`config.mk`:
```
export PLATFORM = sky130hd
export DESIGN_NAME = cdgfd_ctrl
export DESIGN_NICKNAME = d
export VERILOG_FILES = /design/src/hw/rtl/cdgfd_pkg.sv /design/src/hw/rtl/cdgfd_ctrl.sv
export SDC_FILE = /design/constraint.sdc
export NUM_CORES = 1
export LEC_CHECK = 0
export BUFFER_PORTS_ARGS = -buffer_cell sky130_fd_sc_hd__buf_2
export CAP_MARGIN = 40
export CORE_UTILIZATION = 50
export CTS_CLUSTER_DIAMETER = 80
export DETAILED_ROUTE_END_ITERATION = 12
export HOLD_SLACK_MARGIN = 0.1
export PLACE_DENSITY_LB_ADDON = 0.3
export SLEW_MARGIN = 5
export SYNTH_ARGS = -nofsm -noshare
export SYNTH_HDL_FRONTEND = slang
export SYNTH_SLANG_ARGS = --single-unit
```
`constraint.sdc`:
```
create_clock -name i_clk -period 2.2 [get_ports i_clk]
set_input_delay 0.22 -clock i_clk [delete_from_list [all_inputs] [get_ports i_clk]]
set_output_delay 0.22 -clock i_clk [all_outputs]
set_load 0.005 [all_outputs]
```
`src/hw/rtl/cdgfd_pkg.sv`:
```
// cdgfd_pkg: shared constants, instruction codes and the controller/datapath
// command and status types of the cd+g frame decoder
// no dependencies
package cdgfd_pkg;

    localparam int unsigned SCREEN_COLUMNS = 320;
    localparam int unsigned SCREEN_ROWS    = 240;
    localparam int unsigned FRAME_SIZE     = SCREEN_COLUMNS * SCREEN_ROWS;
    localparam int unsigned ADDR_W         = $clog2(FRAME_SIZE);
    localparam int unsigned X_W            = 9;
    localparam int unsigned Y_W            = 8;
    localparam int unsigned TILE_W         = 9;
    localparam int unsigned PAT_W          = 72;
    localparam int unsigned PAT_IDX_W      = $clog2(PAT_W);

    // inner area, columns [INNER_X0, INNER_X1) and rows [INNER_Y0, INNER_Y1)
    localparam int unsigned INNER_X0 = 10;
    localparam int unsigned INNER_X1 = 310;
    localparam int unsigned INNER_Y0 = 12;
    localparam int unsigned INNER_Y1 = 228;

    localparam int unsigned TILE_COLS = 6;
    localparam int unsigned TILE_ROWS = 12;

    localparam logic [5:0] INSTR_MEM_PRESET    = 6'd1;
    localparam logic [5:0] INSTR_BORDER_PRESET = 6'd2;
    localparam logic [5:0] INSTR_TILE          = 6'd6;
    localparam logic [5:0] INSTR_TILE_XOR      = 6'd38;

    localparam logic OPC_PACKET = 1'b0;
    localparam logic OPC_READ   = 1'b1;

    typedef enum logic [2:0] {
        OP_NONE,
        OP_READ,
        OP_FILL,
        OP_TILE,
        OP_XOR
    } t_op;

    typedef enum logic [1:0] {
        WK_CLEAR,
        WK_FILL,
        WK_TILE,
        WK_XOR
    } t_wr_kind;

    typedef enum logic [1:0] {
        AS_SWEEP,
        AS_TILE,
        AS_READ
    } t_addr_src;

    typedef struct packed {
        logic      load;
        logic      sweep_step;
        logic      tile_step;
        logic      rd_en;
        logic      wr_en;
        t_wr_kind  wr_kind;
        t_addr_src addr_src;
    } t_dp_cmd;

    typedef struct packed {
        t_op  op;
        logic sweep_last;
        logic tile_last;
    } t_dp_status;

endpackage

```
`src/hw/rtl/cdgfd_ctrl.sv`:
```
// cdgfd_ctrl: sequencer for clearing, presets, tile painting and pixel reads
// depends on cdgfd_pkg
module cdgfd_ctrl (
    input  logic                  i_clk,
    input  logic                  i_rst_n,
    input  logic                  i_start,
    input  cdgfd_pkg::t_dp_status i_status,
    output cdgfd_pkg::t_dp_cmd    o_cmd,
    output logic                  o_busy,
    output logic                  o_valid
);

    typedef enum logic [7:0] {
        S_CLEAR  = 8'b0000_0001,
        S_IDLE   = 8'b0000_0010,
        S_SWEEP  = 8'b0000_0100,
        S_TILE   = 8'b0000_1000,
        S_XOR_RD = 8'b0001_0000,
        S_XOR_WR = 8'b0010_0000,
        S_READ   = 8'b0100_0000,
        S_DONE   = 8'b1000_0000
    } t_state;

    t_state r_state, n_state;

    always_comb begin
        n_state          = r_state;
        o_cmd.load       = 1'b0;
        o_cmd.sweep_step = 1'b0;
        o_cmd.tile_step  = 1'b0;
        o_cmd.rd_en      = 1'b0;
        o_cmd.wr_en      = 1'b0;
        o_cmd.wr_kind    = cdgfd_pkg::WK_CLEAR;
        o_cmd.addr_src   = cdgfd_pkg::AS_SWEEP;
        case (r_state)
            S_CLEAR: begin
                o_cmd.wr_en      = 1'b1;
                o_cmd.sweep_step = 1'b1;
                if (i_status.sweep_last) begin
                    n_state = S_IDLE;
                end
            end
            S_IDLE: begin
                if (i_start) begin
                    o_cmd.load = 1'b1;
                    case (i_status.op)
                        cdgfd_pkg::OP_READ: n_state = S_READ;
                        cdgfd_pkg::OP_FILL: n_state = S_SWEEP;
                        cdgfd_pkg::OP_TILE: n_state = S_TILE;
                        cdgfd_pkg::OP_XOR:  n_state = S_XOR_RD;
                        default:            n_state = S_DONE;
                    endcase
                end
            end
            S_SWEEP: begin
                o_cmd.wr_en      = 1'b1;
                o_cmd.wr_kind    = cdgfd_pkg::WK_FILL;
                o_cmd.sweep_step = 1'b1;
                if (i_status.sweep_last) begin
                    n_state = S_DONE;
                end
            end
            S_TILE: begin
                o_cmd.wr_en     = 1'b1;
                o_cmd.wr_kind   = cdgfd_pkg::WK_TILE;
                o_cmd.addr_src  = cdgfd_pkg::AS_TILE;
                o_cmd.tile_step = 1'b1;
                if (i_status.tile_last) begin
                    n_state = S_DONE;
                end
            end
            S_XOR_RD: begin
                o_cmd.rd_en    = 1'b1;
                o_cmd.addr_src = cdgfd_pkg::AS_TILE;
                n_state        = S_XOR_WR;
            end
            S_XOR_WR: begin
                o_cmd.wr_en     = 1'b1;
                o_cmd.wr_kind   = cdgfd_pkg::WK_XOR;
                o_cmd.addr_src  = cdgfd_pkg::AS_TILE;
                o_cmd.tile_step = 1'b1;
                n_state         = i_status.tile_last ? S_DONE : S_XOR_RD;
            end
            S_READ: begin
                o_cmd.rd_en    = 1'b1;
                o_cmd.addr_src = cdgfd_pkg::AS_READ;
                n_state        = S_DONE;
            end
            S_DONE: begin
                n_state = S_IDLE;
            end
            default: begin
                n_state = S_IDLE;
            end
        endcase
    end

    always_ff @(posedge i_clk) begin
        if (!i_rst_n) begin
            r_state <= S_CLEAR;
        end else begin
            r_state <= n_state;
        end
    end

    assign o_busy  = (r_state != S_IDLE);
    assign o_valid = (r_state == S_DONE);

endmodule

```
# Word-level counts from Yosys, hierarchy flattened
# Cells that the tools add are included.
classes:
  n_eq_ne: 17
  muxes: 15
  n_reduce_logical: 6
ops:
  columns: ["operator", "count"]
  rows:
  - ["$pmux 8 s7", 1]
  - ["$mux 8", 5]
  - ["$pmux 8 s4", 1]
  - ["$eq 8x1->1 const B", 1]
  - ["$eq 8x2->1 const B", 1]
  - ["$eq 8x3->1 const B", 1]
  - ["$eq 8x4->1 const B", 1]
  - ["$eq 8x5->1 const B", 1]
  - ["$eq 8x6->1 const B", 1]
  - ["$eq 8x7->1 const B", 1]
  - ["$eq 8x8->1 const B", 1]
  - ["$ne 2x2->1 const B", 4]
  - ["$ne 8x2->1 const B", 1]
  - ["$eq 3x2->1 const B", 2]
  - ["$mux 1", 6]
  - ["$pmux 2 s3", 1]
  - ["$reduce_or 2->1", 3]
  - ["$pmux 2 s2", 1]
  - ["$reduce_and 4->1", 1]
  - ["$reduce_or 4->1", 1]
  - ["$eq 3x1->1 const B", 1]
  - ["$eq 3x3->1 const B", 1]
  - ["$reduce_or 3->1", 1]
word_totals:
  register_bits: 8
  inputBits: 8
  output_inout_bits: 11
  word_cells: 39

# Logic depth before layout (Yosys ltp)
logic_depth:
  word_depth: 4
  mapped_depth: 6
  depth_no_buf: 4

# Worst setup path after synthesis
# OpenSTA, ideal clock, no wires.
synth_timing:
  kind: "register to register"
  from: "register r_state[6]"
  to: "register r_state[1]"
  setup_ps: 126
  t_arrival_ps: 1746
  t_required_ps: 2074
  slack_ps: 328
  path_stages_with_launch: 6
  path_buffers: 1
  synth_period_minus_slack_ps: 1872
  cell_sequence: "dfxtp_1 > buf_6 > or4_4 > or4b_4 > nand3_1 > o22ai_2"
synth_between:
  elab_chain_len: 3
  elab_cells_between_ends: 13
  classes_between: "11 x eq/ne; 1 x mux; 1 x reduce/logical"
synth_rtl:
  columns: ["element", "line_no", "source"]
  rows:
  - ["start: declaration", "cdgfd_ctrl.sv:24", "t_state r_state, n_state;"]
  - ["start signal: assignment", "cdgfd_ctrl.sv:102", "r_state <= n_state;"]
  - ["$eq 8x1->1, or another cell as far along", "cdgfd_ctrl.sv:35", "case (r_state)"]
  - ["$ne 2x2->1 (no line)", null, null]
  - ["$reduce_and 4->1 (no line)", null, null]
# Several ways; a longest one is shown, not always the timed one.
# A chain may end at the register's enable or synchronous reset.

==> results.json <==
{
  "path_class": "reg2out",
  "cp.arrival_ns": 1.88,
  "rr_startpoint": "r_state[6]$_SDFFE_PN0P_",
  "synth_top_family_by_area": "simple AND/OR/NAND/NOR gates",
  "initial_core_util": 0.542,
  "cts_tree": "yes",
  "grt_max_degree": 15,
  "synth-compound-area-share": 0.187,
  "fin_skew_ns": 0.00391,
  "cts-root-buf": "clkbuf_4",
  "core_area_um2": 1320,
  "ys_seq_elements": 8,
  "io_pins": 19,
  "maxCapViolations": 0,
  "reg_top3": "r_state: 8 flops",
  "cellPowerDensity_nw_per_um2": 481,
  "rsz0062_at_grt": "false",
  "final_max_slew_viol_count": 0,
  "cp_data_required_time_ns": 1.98,
  "vdd_drop_max_mv": 0.271,
  "yosysWarnings": 0,
  "largest_reg_flops": 8,
  "rows": 13,
  "fin_tns_setup_ns": 0,
  "vias": 737,
  "crit_buf_inv": 1,
  "synthAdderAreaFrac": 0,
  "setup_viol": 0,
  "grtUsageMet1": 0.251,
  "setup_slack_ns": 0.0962,
  "synth_xor_area_frac": 0.110,
  "postRouteAntennaNets": 0,
  "htree_levels": 1,
  "synth-edff-count": 0,
  "drtIter0Drc": 15,
  "cts_num_sinks": 8,
  "crit_chain": "or4b_2, or2_1, nor2_1, buf_2",
  "cp-startpoint": "r_state[6]$_SDFFE_PN0P_",
  "busiest_layer": "met2",
  "min_period_ns": 2.10,
  "multiInputGateArea_um2": 480,
  "hp-class": "in2reg",
  "cpLargestDelayFamily": "simple AND/OR/NAND/NOR gates",
  "syn_area_um2": 714,
  "grt_pass1_vias": 654,
  "numPortBuffers": 18,
  "ys_seq_area_frac": 0.224,
  "holdBufCountCts": 0,
  "hold_start": "i_rst_n",
  "reg2reg_slack_ns": 0.23,
  "area_growth_pct": 15.4,
  "post_route_cells_drive_above_1_share": 0.339,
  "die_w_um": 39.8,
  "drcViolationCount": 0,
  "use_met3": 0.0341,
  "power_w": 0.000397,
  "gp_congestion": 0.846,
  "slew_headroom": 0.674,
  "postCtsSetupBuffers": 0,
  "critical_path.max_stage_delay_ns": 0.75,
  "instances_no_fill": 124,
  "grt_pass1_wl_mm": 2.56,
  "met2_usage": 0.459,
  "clock_path_buffers": 2,
  "leakagePower_nw": 0.351,
  "synth-async-reset-ratio": 0,
  "synth_top_area_frac": 0.224,
  "dr.pass1.iters": 4,
  "synth_top_cell_by_area": "dfxtp_1",
  "dp_cells": 121,
  "crit_fanout": 9,
  "wirelength_mm": 1.64,
  "syn_area_per_cell_um2": 7.60,
  "syn_inst": 94,
  "fin_crit_sh": 0.956,
  "synth_area_leaders": "dfxtp_1 (22%), xnor2_1 (6.1%), nor4_1 (5.3%), xor2_1 (4.9%), nor3_1 (4.2%)",
  "cts_buffers": 3,
  "synth_cell_type_count": 39,
  "slowest_stage": "or4b_2",
  "cts.clk_slew.worst_paths_ns": 0.05,
  "end_kind": "output port",
  "regArea_um2": 160,
  "hold_viol": 0,
  "dieArea_um2": 1580,
  "max_freq_mhz": 475,
  "wl_per_cell_um": 13.2,
  "place_ws_ns": 0.253,
  "status": "finished, final reports clean",
  "antenna_cells": 0,
  "ys.flop_type": "dfxtp_1",
  "clock_latency_ns": 0.25,
  "synthMuxAreaShare": 0,
  "fin_nets": 119,
  "synthSimpleGateAreaFrac": 0.375,
  "dpl.hpwl_mm": 1.29,
  "track_usage": 0.239,
  "hold-worst-slack_ns": 0.176,
  "die-height_um": 39.8,
  "cts_resized": 0,
  "worstMarginPinSlew_ns": 0.489,
  "start_kind": "flip-flop",
  "syn-num-nets": 102,
  "antenna_found_initial": 0,
  "grt_overflow": 0,
  "viasPerCell": 5.94,
  "top_register": "r_state",
  "nFillCells": 113
}
==> synth_stat cells (all sizes together) (3+ instances only) <==
cell type / instances
nor2: 8
buf: 4
inv: 6
nand2: 4
o21ai: 7
dfxtp: 8
nand3: 3
nor4: 6
xor2: 4
a21oi: 3
nor3: 6
clkbuf: 6
xnor2: 5
==> worst reg2reg max path, stage by stage, from the launching register on <==
cell and delay (ns):
dfxtp_1 0.39, or4_4 0.53, or4b_4 0.57, nand3_1 0.24
o22ai_2 0.13
==> cells in the final DEF, fill, tap and decap left out, drive strengths merged <==
master   netlist  routed
nand2b         2       2
and3           1       1
and2           1       1
o211ai         1       1
or4            2       2
or4b           2       2
nor2           8       8
o22ai          1       1
nand4          1       1
nand2          4       4
nand3          3       3
and4b          1       1
a21oi          3       3
o22a           2       2
a21bo          1       1
xor2           4       4
o2111ai        2       2
o21ai          7       7
nor4           6       6
or2            2       2
dfxtp          8       8
buf            4      22
nor3           6       6
nor4b          2       2
nor3b          2       2
o31ai          1       1
xnor2          5       5
clkbuf         6       3
inv            6       6
==> worst paths after layout <==
check,end,cells after the start
worst max-delay path,o_cmd[8],4
worst max register to register,r_state[1]$_SDFFE_PN0P_,4
worst min register to register,r_state[0]$_SDFFE_PN1P_,2
worst min-delay path,r_state[0]$_SDFFE_PN1P_,2
==> logic make-up after synthesis <==
logic type / after synthesis
AND/OR/NAND/NOR: 43
XOR/XNOR: 9
buffers and inverters: 16
flip-flops: 8
AO/OA/AOI/OAI: 18
==> per-layer routing <==
metal,part of all wire,vias up
met1,0.46,349
met2,0.51,21
met4,0,0
li1,-,367
met5,0,-
met3,0.029,0
==> where the power goes <==
group	switching, W	internal [W]	total [W]
clock	0.0000469	0.0000622	0.000109
sequential	0.00000960	0.000152	0.000162
combinational	0.0000677	0.0000583	0.000126
==> area by class of cell <==
class                           instances  area share
Multi-Input combinational cell         70       0.583
Sequential cell                         8       0.194
Timing Repair Buffer                   22       0.146
Clock buffer                            3      0.0273
Inverter                                6      0.0273
Tap cell                               15      0.0228
==> metrics by stage <==
stage | area (µm²) | utilization
final | 825 | 0.626
after CTS | 825 | 0.626
after global placement | 802 | 0.609
after floorplan | 714 | -
after global routing | 825 | 0.626
after detailed placement | 802 | 0.609
No activity file was read; power rests on OpenSTA's default activity.
